### config.mk
export PLATFORM = sky130hd
export DESIGN_NAME = pdm_cic_fir_decimator
export DESIGN_NICKNAME = d
export VERILOG_FILES = /design/src/design/pcfd_pkg.sv /design/src/design/pdm_cic_fir_decimator.sv /design/src/design/pcfd_front.sv /design/src/design/pcfd_back.sv
export SDC_FILE = /design/constraint.sdc
export NUM_CORES = 2
export LEC_CHECK = 0
export ABC_AREA = 1
export ABC_CLOCK_PERIOD_IN_PS = 19100
export BUFFER_PORTS_ARGS = -buffer_cell sky130_fd_sc_hd__buf_2
export CAP_MARGIN = 15
export CORE_ASPECT_RATIO = 1.75
export CORE_MARGIN = 8
export CORE_UTILIZATION = 30
export CTS_CLUSTER_DIAMETER = 100
export DETAILED_ROUTE_END_ITERATION = 10
export HOLD_SLACK_MARGIN = 0.15
export PLACE_DENSITY_LB_ADDON = 0.15
export SLEW_MARGIN = 20
export SYNTH_ARGS = -nofsm -noshare
export SYNTH_HDL_FRONTEND = slang
export SYNTH_SLANG_ARGS = --single-unit
### constraint.sdc
create_clock -name clk -period 19.1 [get_ports clk]
set_input_delay 1.91 -clock clk [delete_from_list [all_inputs] [get_ports clk]]
set_output_delay 1.91 -clock clk [all_outputs]
set_load 0.02 [all_outputs]
### src/design/pcfd_pkg.sv
// Shared types and constants for the PDM CIC/FIR decimator.
// No dependencies.
package pcfd_pkg;
    localparam int NUM_STAGES_DEF = 4;
    localparam int COMB_DELAY_DEF = 1;
    localparam int FIR_TAPS_DEF   = 32;
    localparam int CIC_W          = 33;
    localparam int SAMPLE_W       = 55;
    localparam int COEF_W         = 16;
    localparam int DECIM_W        = 9;
    localparam logic [DECIM_W-1:0] DECIM_RESET = 9'd64;

    typedef enum logic {FUNC_DATA = 1'b0, FUNC_COEF = 1'b1} func_t;

    typedef enum logic [1:0] {BK_IDLE, BK_BITS, BK_FIR, BK_OUT} bk_state_t;

    // One queued item between front and back.
    typedef struct packed {
        func_t       func;
        logic [31:0] pdm_word;
        logic [7:0]  coef_index;
        logic [15:0] coef_value;
    } item_t;
endpackage

### src/design/pdm_cic_fir_decimator.sv
// Top level of the PDM CIC/FIR decimator.
// Depends on pcfd_pkg, pcfd_front and pcfd_back.
// A data item (tuser = 0) holds 32 PDM bits, processed MSB first one bit per
// cycle through the integrators, pausing while each decimated sample runs
// through the tap-serial FIR multiply-accumulate and is handed to the output
// register; that hand-off waits while the output register still holds an
// unaccepted sample. A coefficient item (tuser = 1) yields nothing; an index
// at or beyond FIR_TAPS is dropped. Each result carries tlast on the final
// sample a word causes. A two-item queue sits in front, so the next items are
// accepted while the back end works. Decimation 0 acts as 1, and any value
// above 256 acts as 256.
module pdm_cic_fir_decimator
    import pcfd_pkg::*;
#(
    parameter int NUM_STAGES = NUM_STAGES_DEF,
    parameter int COMB_DELAY = COMB_DELAY_DEF,
    parameter int FIR_TAPS   = FIR_TAPS_DEF
)
(
    input  logic               clk,
    input  logic               rst_n,
    input  logic               cfg_we,
    input  logic [DECIM_W-1:0] cfg_wdata,     // decimation
    input  logic               s_axis_tvalid,
    output logic               s_axis_tready,
    input  logic [55:0]        s_axis_tdata,  // pdm_word[31:0], coef_index[39:32], coef_value[55:40]
    input  logic               s_axis_tuser,  // func
    output logic               m_axis_tvalid,
    input  logic               m_axis_tready,
    output logic [55:0]        m_axis_tdata,  // sample[54:0], zero pad
    output logic               m_axis_tlast   // last
);
    logic [DECIM_W-1:0] decim_reg;
    item_t in_item, q_item;
    logic  q_valid, q_ready;
    logic [SAMPLE_W-1:0] sample;

    // Hold the decimation register; write on enable.
    always_ff @(posedge clk or negedge rst_n)
    begin
        if (!rst_n)
            decim_reg <= DECIM_RESET;
        else if (cfg_we)
            decim_reg <= cfg_wdata;
    end

    assign in_item.func       = func_t'(s_axis_tuser);
    assign in_item.pdm_word   = s_axis_tdata[31:0];
    assign in_item.coef_index = s_axis_tdata[39:32];
    assign in_item.coef_value = s_axis_tdata[55:40];

    pcfd_front u_front (
        .clk      (clk),
        .rst_n    (rst_n),
        .in_valid (s_axis_tvalid),
        .in_ready (s_axis_tready),
        .in_item  (in_item),
        .q_valid  (q_valid),
        .q_ready  (q_ready),
        .q_item   (q_item)
    );

    pcfd_back #(
        .NUM_STAGES (NUM_STAGES),
        .COMB_DELAY (COMB_DELAY),
        .FIR_TAPS   (FIR_TAPS)
    ) u_back (
        .clk        (clk),
        .rst_n      (rst_n),
        .decimation (decim_reg),
        .q_valid    (q_valid),
        .q_ready    (q_ready),
        .q_item     (q_item),
        .out_valid  (m_axis_tvalid),
        .out_ready  (m_axis_tready),
        .out_sample (sample),
        .out_last   (m_axis_tlast)
    );

    assign m_axis_tdata = {1'b0, sample};
endmodule

### src/design/pcfd_front.sv
// Front end: accepts items and holds them in a two-entry queue.
// Depends on pcfd_pkg.
module pcfd_front
    import pcfd_pkg::*;
(
    input  logic        clk,
    input  logic        rst_n,
    input  logic        in_valid,
    output logic        in_ready,
    input  item_t       in_item,
    output logic        q_valid,
    input  logic        q_ready,
    output item_t       q_item
);
    item_t    mem_reg [2];
    logic     wr_ptr_reg, rd_ptr_reg;
    logic [1:0] cnt_reg;
    logic     push, pop;

    assign in_ready = (cnt_reg != 2'd2);
    assign q_valid  = (cnt_reg != 2'd0);
    assign q_item   = mem_reg[rd_ptr_reg];
    assign push     = in_valid && in_ready;
    assign pop      = q_valid && q_ready;

    always_ff @(posedge clk)
    begin
        if (push)
            mem_reg[wr_ptr_reg] <= in_item;
    end

    always_ff @(posedge clk or negedge rst_n)
    begin
        if (!rst_n)
        begin
            wr_ptr_reg <= 1'b0;
            rd_ptr_reg <= 1'b0;
            cnt_reg    <= 2'd0;
        end
        else
        begin
            if (push) wr_ptr_reg <= ~wr_ptr_reg;
            if (pop)  rd_ptr_reg <= ~rd_ptr_reg;
            cnt_reg <= cnt_reg + {1'b0, push} - {1'b0, pop};
        end
    end

`ifndef SYNTHESIS
    a_no_overflow: assert property (@(posedge clk) disable iff (!rst_n)
        cnt_reg == 2'd2 |-> !push) else $error("queue overflow");
    a_cnt_range: assert property (@(posedge clk) disable iff (!rst_n)
        cnt_reg != 2'd3) else $error("queue count invalid");
    a_pop_valid: assert property (@(posedge clk) disable iff (!rst_n)
        pop |-> cnt_reg != 2'd0) else $error("pop from empty queue");
`endif
endmodule

### src/design/pcfd_back.sv
// Back end: bit-serial CIC, tap-serial FIR MAC and output register.
// Depends on pcfd_pkg.
module pcfd_back
    import pcfd_pkg::*;
#(
    parameter int NUM_STAGES = NUM_STAGES_DEF,
    parameter int COMB_DELAY = COMB_DELAY_DEF,
    parameter int FIR_TAPS   = FIR_TAPS_DEF
)
(
    input  logic                clk,
    input  logic                rst_n,
    input  logic [DECIM_W-1:0]  decimation,
    input  logic                q_valid,
    output logic                q_ready,
    input  item_t               q_item,
    output logic                out_valid,
    input  logic                out_ready,
    output logic [SAMPLE_W-1:0] out_sample,
    output logic                out_last
);
    localparam int RING_LEN = (FIR_TAPS > 1) ? FIR_TAPS - 1 : 1;
    localparam int HP_W     = (RING_LEN > 1) ? $clog2(RING_LEN) : 1;
    localparam int TAP_W    = (FIR_TAPS > 1) ? $clog2(FIR_TAPS) : 1;
    localparam int CD_W     = (COMB_DELAY > 1) ? $clog2(COMB_DELAY) : 1;
    localparam int PROD_W   = CIC_W + COEF_W;

    bk_state_t state_reg, state_next;

    logic [CIC_W-1:0]  integ_reg [NUM_STAGES];
    logic [CIC_W-1:0]  comb_reg  [NUM_STAGES][COMB_DELAY];
    logic [CD_W-1:0]   cptr_reg;
    logic [7:0]        phase_reg;
    logic [4:0]        bit_reg;
    logic [31:0]       word_reg;
    logic [CIC_W-1:0]  x_reg;
    logic              more_reg;
    logic              last_reg;

    logic [COEF_W-1:0] coef_mem [FIR_TAPS];
    logic [FIR_TAPS-1:0] coef_vld_reg;
    logic [CIC_W-1:0]  hist_mem [RING_LEN];
    logic [RING_LEN-1:0] hist_vld_reg;
    logic [HP_W-1:0]   hptr_reg;

    logic [TAP_W:0]    tap_reg;
    logic [HP_W-1:0]   rd_idx_reg;
    logic [SAMPLE_W-1:0] acc_reg;
    logic [PROD_W-1:0] prod_reg;
    logic              prod_vld_reg;
    logic [COEF_W-1:0] c_rd_reg;
    logic [CIC_W-1:0]  h_rd_reg;
    logic              rd_vld_reg;

    logic [8:0]        ratio;
    logic [CIC_W-1:0]  integ_next [NUM_STAGES];
    logic [CIC_W-1:0]  y_comb;
    logic [7:0]        phase_inc;
    logic              fire;
    logic              bits_done;

    assign ratio = (decimation == '0) ? 9'd1 : decimation;

    always_comb
    begin
        logic [CIC_W-1:0] x;
        x = word_reg[31] ? CIC_W'(1) : '1;
        for (int s = 0; s < NUM_STAGES; s++)
        begin
            integ_next[s] = integ_reg[s] + x;
            x = integ_next[s];
        end
        y_comb = x;
        for (int s = 0; s < NUM_STAGES; s++)
            y_comb = y_comb - comb_reg[s][cptr_reg];
    end

    // The comb subtraction above chains NUM_STAGES differences on the
    // pre-delay values; each stage input is the previous stage output.
    logic [CIC_W-1:0] comb_in [NUM_STAGES];
    always_comb
    begin
        logic [CIC_W-1:0] y;
        y = integ_next[NUM_STAGES-1];
        for (int s = 0; s < NUM_STAGES; s++)
        begin
            comb_in[s] = y;
            y = y - comb_reg[s][cptr_reg];
        end
    end

    assign phase_inc = phase_reg + 8'd1;
    assign fire      = (phase_inc == 8'd0) || ({1'b0, phase_inc} >= ratio);
    assign bits_done = (bit_reg == 5'd31);

    assign q_ready = (state_reg == BK_IDLE);

    always_comb
    begin
        state_next = state_reg;
        case (state_reg)
            BK_IDLE:
                if (q_valid && q_item.func == FUNC_DATA) state_next = BK_BITS;
            BK_BITS:
                if (fire) state_next = BK_FIR;
                else if (bits_done) state_next = BK_IDLE;
            BK_FIR:
                if (!rd_vld_reg && !prod_vld_reg && tap_reg == (TAP_W+1)'(FIR_TAPS))
                    state_next = BK_OUT;
            BK_OUT:
                if (!out_valid || out_ready)
                    state_next = more_reg ? BK_BITS : BK_IDLE;
            default: state_next = BK_IDLE;
        endcase
    end

    logic start_fir;
    assign start_fir = (state_reg == BK_BITS) && fire;

    always_ff @(posedge clk)
    begin
        if (state_reg == BK_IDLE && q_valid && q_item.func == FUNC_DATA)
            word_reg <= q_item.pdm_word;
        else if (state_reg == BK_BITS)
            word_reg <= {word_reg[30:0], 1'b0};
        if (start_fir)
        begin
            x_reg    <= y_comb;
            more_reg <= !bits_done;
            // Final sample of the word when the remaining bits cannot reach
            // the ratio again
            last_reg <= ({4'b0, 5'd31 - bit_reg} < ratio);
        end
        if (state_reg == BK_IDLE && q_valid && q_item.func == FUNC_COEF
            && {1'b0, q_item.coef_index} < 9'(FIR_TAPS))
            coef_mem[q_item.coef_index[TAP_W-1:0]] <= q_item.coef_value;
        // Tap-serial read of coefficient and history.
        c_rd_reg <= coef_vld_reg[tap_reg[TAP_W-1:0]] ? coef_mem[tap_reg[TAP_W-1:0]] : '0;
        h_rd_reg <= (tap_reg == '0) ? x_reg :
                    (hist_vld_reg[rd_idx_reg] ? hist_mem[rd_idx_reg] : '0);
        prod_reg <= PROD_W'($signed(c_rd_reg) * $signed(h_rd_reg));
        if (state_next == BK_OUT && state_reg == BK_FIR && FIR_TAPS > 1)
            hist_mem[hptr_reg] <= x_reg;
    end

    always_ff @(posedge clk or negedge rst_n)
    begin
        if (!rst_n)
        begin
            state_reg    <= BK_IDLE;
            for (int s = 0; s < NUM_STAGES; s++)
            begin
                integ_reg[s] <= '0;
                for (int d = 0; d < COMB_DELAY; d++) comb_reg[s][d] <= '0;
            end
            cptr_reg     <= '0;
            phase_reg    <= 8'd63;
            bit_reg      <= '0;
            coef_vld_reg <= '0;
            hist_vld_reg <= '0;
            hptr_reg     <= '0;
            tap_reg      <= '0;
            rd_idx_reg   <= '0;
            rd_vld_reg   <= 1'b0;
            prod_vld_reg <= 1'b0;
            acc_reg      <= '0;
            out_valid    <= 1'b0;
            out_sample   <= '0;
            out_last     <= 1'b0;
        end
        else
        begin
            state_reg <= state_next;
            if (state_reg == BK_IDLE && q_valid && q_item.func == FUNC_COEF
                && {1'b0, q_item.coef_index} < 9'(FIR_TAPS))
                coef_vld_reg[q_item.coef_index[TAP_W-1:0]] <= 1'b1;
            if (state_reg == BK_BITS)
            begin
                for (int s = 0; s < NUM_STAGES; s++) integ_reg[s] <= integ_next[s];
                bit_reg   <= bit_reg + 5'd1;
                phase_reg <= fire ? 8'd0 : phase_inc;
                if (fire)
                begin
                    for (int s = 0; s < NUM_STAGES; s++) comb_reg[s][cptr_reg] <= comb_in[s];
                    cptr_reg   <= (cptr_reg == CD_W'(COMB_DELAY-1)) ? '0 : cptr_reg + 1'b1;
                    tap_reg    <= '0;
                    rd_idx_reg <= (hptr_reg == '0) ? HP_W'(RING_LEN-1) : hptr_reg - 1'b1;
                    acc_reg    <= '0;
                    rd_vld_reg <= 1'b0;
                    prod_vld_reg <= 1'b0;
                end
            end
            if (state_reg == BK_FIR)
            begin
                rd_vld_reg   <= (tap_reg != (TAP_W+1)'(FIR_TAPS));
                prod_vld_reg <= rd_vld_reg;
                if (prod_vld_reg) acc_reg <= acc_reg + SAMPLE_W'($signed(prod_reg));
                if (tap_reg != (TAP_W+1)'(FIR_TAPS))
                begin
                    tap_reg <= tap_reg + 1'b1;
                    if (tap_reg != '0)
                        rd_idx_reg <= (rd_idx_reg == '0) ? HP_W'(RING_LEN-1)
                                                         : rd_idx_reg - 1'b1;
                end
                if (state_next == BK_OUT && FIR_TAPS > 1)
                begin
                    hist_vld_reg[hptr_reg] <= 1'b1;
                    hptr_reg <= (hptr_reg == HP_W'(RING_LEN-1)) ? '0 : hptr_reg + 1'b1;
                end
            end
            if (state_reg == BK_OUT && (!out_valid || out_ready))
            begin
                out_valid  <= 1'b1;
                out_sample <= acc_reg;
                out_last   <= last_reg;
                if (!more_reg) bit_reg <= '0;
            end
            else if (out_valid && out_ready)
                out_valid <= 1'b0;
        end
    end

`ifndef SYNTHESIS
    a_ready_idle: assert property (@(posedge clk) disable iff (!rst_n)
        q_ready |-> state_reg == BK_IDLE) else $error("ready outside idle");
    a_out_hold: assert property (@(posedge clk) disable iff (!rst_n)
        out_valid && !out_ready |=> out_valid && $stable(out_sample))
        else $error("result dropped");
    a_bit_idle: assert property (@(posedge clk) disable iff (!rst_n)
        state_reg == BK_IDLE |-> bit_reg == '0) else $error("bit counter stale");
`endif
endmodule

-- After elaboration in Yosys (flattened, before gate mapping)
Memory sizes are Yosys's and may differ from the RTL's. A register that Yosys moved wholly into a read port is not among the register bits.
Index checks and enable logic that the tools add are counted.
- bits in registers: 635
- RAM bits: 1649
- input bits: 71
- word-level logic and storage cells: 181
- memories: 3
- add/sub/neg operators: 19
- multipliers: 1
- order comparisons: 11
- equal/unequal tests: 9
- mux-type cells: 63
- bitwise gates (word level): 5
- reductions and logical operators: 37
- memories (name ; depth ; width ; read ports ; clocked after memory_dff ; wr ports ; RTL line ; text):
    u_back.hist_mem ; 31 ; 33 ; 1 ; 0 ; 1 ; pcfd_back.sv:42 ; logic [CIC_W-1:0] hist_mem [RING_LEN];
    u_back.coef_mem ; 32 ; 16 ; 1 ; 1 ; 1 ; pcfd_back.sv:40 ; logic [COEF_W-1:0] coef_mem [FIR_TAPS];
    u_front.mem_reg ; 2 ; 57 ; 1 ; 0 ; 1 ; pcfd_front.sv:15 ; item_t mem_reg [2];
- operators by type and width (operator ; number):
    $mux 33 ; 8
    $mux 55 ; 4
    $add 33x33->33 ; 4
    $bwmux 33 ; 4
    $sub 33x33->33 ; 4
    $mux 32 ; 2
    $add 55x55->55 ; 1
    $mux 5 ; 11
    $mul 16x33->49 ; 1
    $or 32x32->32 ; 1
    $or 31x31->31 ; 1
    $lt 5x6->1 const B ; 4
    $mux 6 ; 4
    $mux 1 ; 18
    $logic_and 1x1->1 ; 15
    $add 5x1->5 const B ; 2
    $bmux 1 s5 ; 2
    $demux 1 s5 ; 2
    $eq 5x5->1 const B ; 2
    $ge 5x1->1 const B ; 2
    $logic_not 5->1 ; 2
    $mux 2 ; 5
    $reduce_bool 2->1 ; 5
    $sub 5x1->5 const B ; 2
    other kinds (28) ; 39

-- Depth between registers and ports, before layout
- depth after elaboration: 10
- gate-level depth with buffers: 74

-- Cells and area by module
Synthesis repeated with hierarchy kept, for this count alone.
- cells, all modules: 11764
- area, all modules: 121415.2 um^2
- by module, submodules not included (module ; times used ; cells an instance ; area an instance (um^2)):
    pcfd_back ; 1 ; 11395 ; 116698.2
    pcfd_front ; 1 ; 329 ; 4362.9
    pdm_cic_fir_decimator ; 1 ; 40 ; 354.1

-- Least setup slack after synthesis
Ideal clock, no wire load.
- path type: register -> register
- start: register u_back.word_reg[31]
- end: register u_back.x_reg[32] (data pin)
- arrival: 10497 ps
- slack: 8351 ps
- stages on the path, launching flop included: 62
- buffers on the path: 0
- period minus slack after synthesis: 10749 ps
- cell sequence: edfxtp_1 -> inv_1 -> ha_1 -> a21oi_1 -> nand2_1 -> a21oi_2 -> o21ai_1 -> a21boi_1 -> o21ai_2 -> a21boi_2 -> o21ai_2 -> xor2_1 -> ha_1 -> nand2_1 -> nor3_1 -> nand2_1 -> nand2_2 -> a31oi_1 -> [26 not listed] -> ha_1 -> nand2_1 -> nor4_1 -> nand3_1 -> o2111ai_1 -> xor2_1 -> inv_1 -> ha_1 -> inv_1 -> nor3_1 -> inv_1 -> nor2_1 -> a2111oi_0 -> nand2_1 -> xor2_1 -> inv_1 -> nand2_1 -> nand2_1
- RTL lines (what ; RTL line ; text):
    from (decl) ; pcfd_back.sv:35 ; logic [31:0] word_reg;
    from (signal assigned) ; pcfd_back.sv:123 ; word_reg <= q_item.pdm_word;
    from (signal assigned) ; pcfd_back.sv:125 ; word_reg <= {word_reg[30:0], 1'b0};
    to (signal assigned) ; pcfd_back.sv:128 ; x_reg <= y_comb;
    to (decl) ; pcfd_back.sv:36 ; logic [CIC_W-1:0] x_reg;

==> flow_summary.toml <==
[status]
status = "finished, final reports clean"

[logic_synthesis]
syn_area_sq_um = 121000
ys_warn_count = 0
async_flop_share_pct = 21.1
ys_types = 75
synthCells = 11800
synth_fp_nets = 12800
seq_area_frac_synth_pct = 54.1
synth_edf_count = 1716
synthFlopType = "edfxtp_1"
yosys_register_bits = 2299
synth.avg_cell_area_sq_um = 10.3

[clock_network]
cts_hold_buf = 0
cts.sinks = 2299
clk_latency_ns = 0.96
cts_made_buffers = 232
cts_root_buf = "clkbuf_16"
cts_resized = 0
cts_buffer_depth = 4
tritoncts = "built"
clk_pin_slew_ns = 0.06
htreeDepth = 4
post_cts_buffers = 0

[finish]
fin_nets = 12800
final_common_cell = "nand2_1"
largest_reg_flops = 1023
area_delta_synth_final_pct = 12.1
largest_register = "u_back.hist_mem"
drive_above_1_share_pct = 7.28
final_cell_mix = "nand2_1, edfxtp_1, inv_1"

[placement]
hpwlAfterDp_um = 252000
portBuffers = 128
gp_congestion = 0.859

[grt]
grt_pass1_wl_um = 582000
grt-ovfl-total = 0
grt_use_total_pct = 18.0
gr-usage-met3_pct = 1.72
grt_pass1_vias = 91500
use_met2_pct = 35.4
antenna_found_initial = 13
top_usage_layer = "met2"
grt_max_degree = 230
use_met1_pct = 19.1

[timing]
fmax_mhz = 79.6
layout_min_cycle_time_ns = 12.56
hold_viol_final = 0
rsz0062_at_grt = "false"
finalSetupTns_ns = 0
period_share_pct = 65.8
slew_violations = 0
setup_viol = 0
slew-limit-headroom_pct = 22.1
worstMarginPinSlew_ns = 1.17
fin_skew_ns = 0.106

[route]
routed_wl_um = 391000
drc_errors = 0
antenna_left = 0
vias = 86000
avgRoutedWirePerCell_um = 22.6
vias_per_cell = 4.97
drtPass1Iterations = 8
dr.first_iter.drc_count = 5258

[floorplan]
coreArea_sq_um = 404000
die_x_um = 497
io_pins = 130
rows = 309
fp.dieArea_sq_um = 426000
die_h_um = 857
initial_core_util_pct = 30.1

[worst_setup_path]
start_kind = "flip-flop"
slowest_delay_ns = 0.47
cp.required_ns = 19.72
crit_type = "flip-flop to flip-flop"
crit_top_cell = "inv_1"
slowest_stage = "o31ai_1"
endpoint_kind = "flip-flop"
r2r_slack_ns = 6.54
cp_max_fo = 32
worstPathArrival_ns = 13.18

[flow_run]
drv_cap = 0

[min_path]
hold_path_class = "flip-flop to flip-flop"
==> layer usage <==
metal / share of wire (%) / vias to the layer above / wire length (um)
met5: 0 / - / 0
met4: 4.9 / 0 / 19300
met3: 3.4 / 742 / 13300
met2: 55 / 1881 / 216000
met1: 37 / 43400 / 143000
li1: - / 40000 / -
==> through the flow <==
step / hold slack, ns / worst slack (ns) / util (%) / cells / area (sq um)
global placement: 0.430 / 6.10 / 31.8 / 16800 / 128000
finish: 0.446 / 6.54 / 33.7 / 17300 / 136000
global route: 0.463 / 5.31 / 33.7 / 17300 / 136000
detailed placement: 0.436 / 6.41 / 31.8 / 16800 / 128000
floorplan: 0.421 / 8.35 / - / 11800 / 121000
CTS: 0.450 / 6.36 / 33.6 / 17300 / 136000
==> synth_stat cells, drive strengths merged (29+ instances only) <==
master	count	area share, %
nand3	186	0.81
nor3	46	0.19
buf	41	0.16
o21ai	1276	5.3
o221ai	98	0.71
o211ai	55	0.34
fa	509	8.4
ha	459	4.7
o22ai	319	1.6
o21a	69	0.43
xnor2	100	0.72
a21oi	567	2.4
edfxtp	1716	42
xor2	223	1.6
inv	1384	4.3
nand4	29	0.15
or2	70	0.36
dfxtp	98	1.6
nor2	1118	3.5
clkbuf	494	1.5
dfrtp	478	9.9
nand2	2056	6.4
a31oi	133	0.69
==> worst max-delay path, delay by kind of cell, from the launching register on <==
kind	cells	cell delay, ns
AND/OR/NAND/NOR	16	1.96
adder cells (fa/ha/maj)	8	2.66
AO/OA/AOI/OAI	19	4.42
flip-flops	1	0.41
buffers and inverters	10	1.19
XOR/XNOR	8	1.63
==> final cells by class <==
cell class              count  area, sq um
clock inverters           118         1080
repair buffers            328         2310
clock buffers             302         6260
well taps                5287         6620
fillers                 40800       268000
multi-input cells        7536        48700
diodes                     40          100
inverters                1393         5260
flip-flops and latches   2299        65700
==> final timing paths <==
check,startpoint,to,depth (start not counted)
max in group asynchronous,rst_n,u_back.tap_reg[0],4
hold reg to reg,u_back.hist_vld_reg[25],u_back.hist_vld_reg[25],2
hold / removal,u_back.hist_vld_reg[25],u_back.hist_vld_reg[25],2
setup / recovery,u_back.word_reg[31],u_back.x_reg[32],61
min in group asynchronous,rst_n,u_back.out_sample[10],1
setup reg to reg,u_back.word_reg[31],u_back.x_reg[32],61
==> kinds of logic (layout without fill, tap and decap cells) <==
logic type | count (synthesis) | count (layout) | share of synthesized area [%]
AND/OR/NAND/NOR | 3539 | 3539 | 11.6
adder cells (fa/ha/maj) | 968 | 968 | 13.1
flip-flops | 2299 | 2299 | 54.1
buffers and inverters | 1928 | 2141 | 6.00
XOR/XNOR | 323 | 323 | 2.33
other | 1 | 41 | 0.00309
multiplexers | 1 | 1 | 0.00825
AO/OA/AOI/OAI | 2704 | 2704 | 12.8
Power is not shown: default switching activity piles up to over one toggle a cycle in this logic, so the estimate is an artifact.
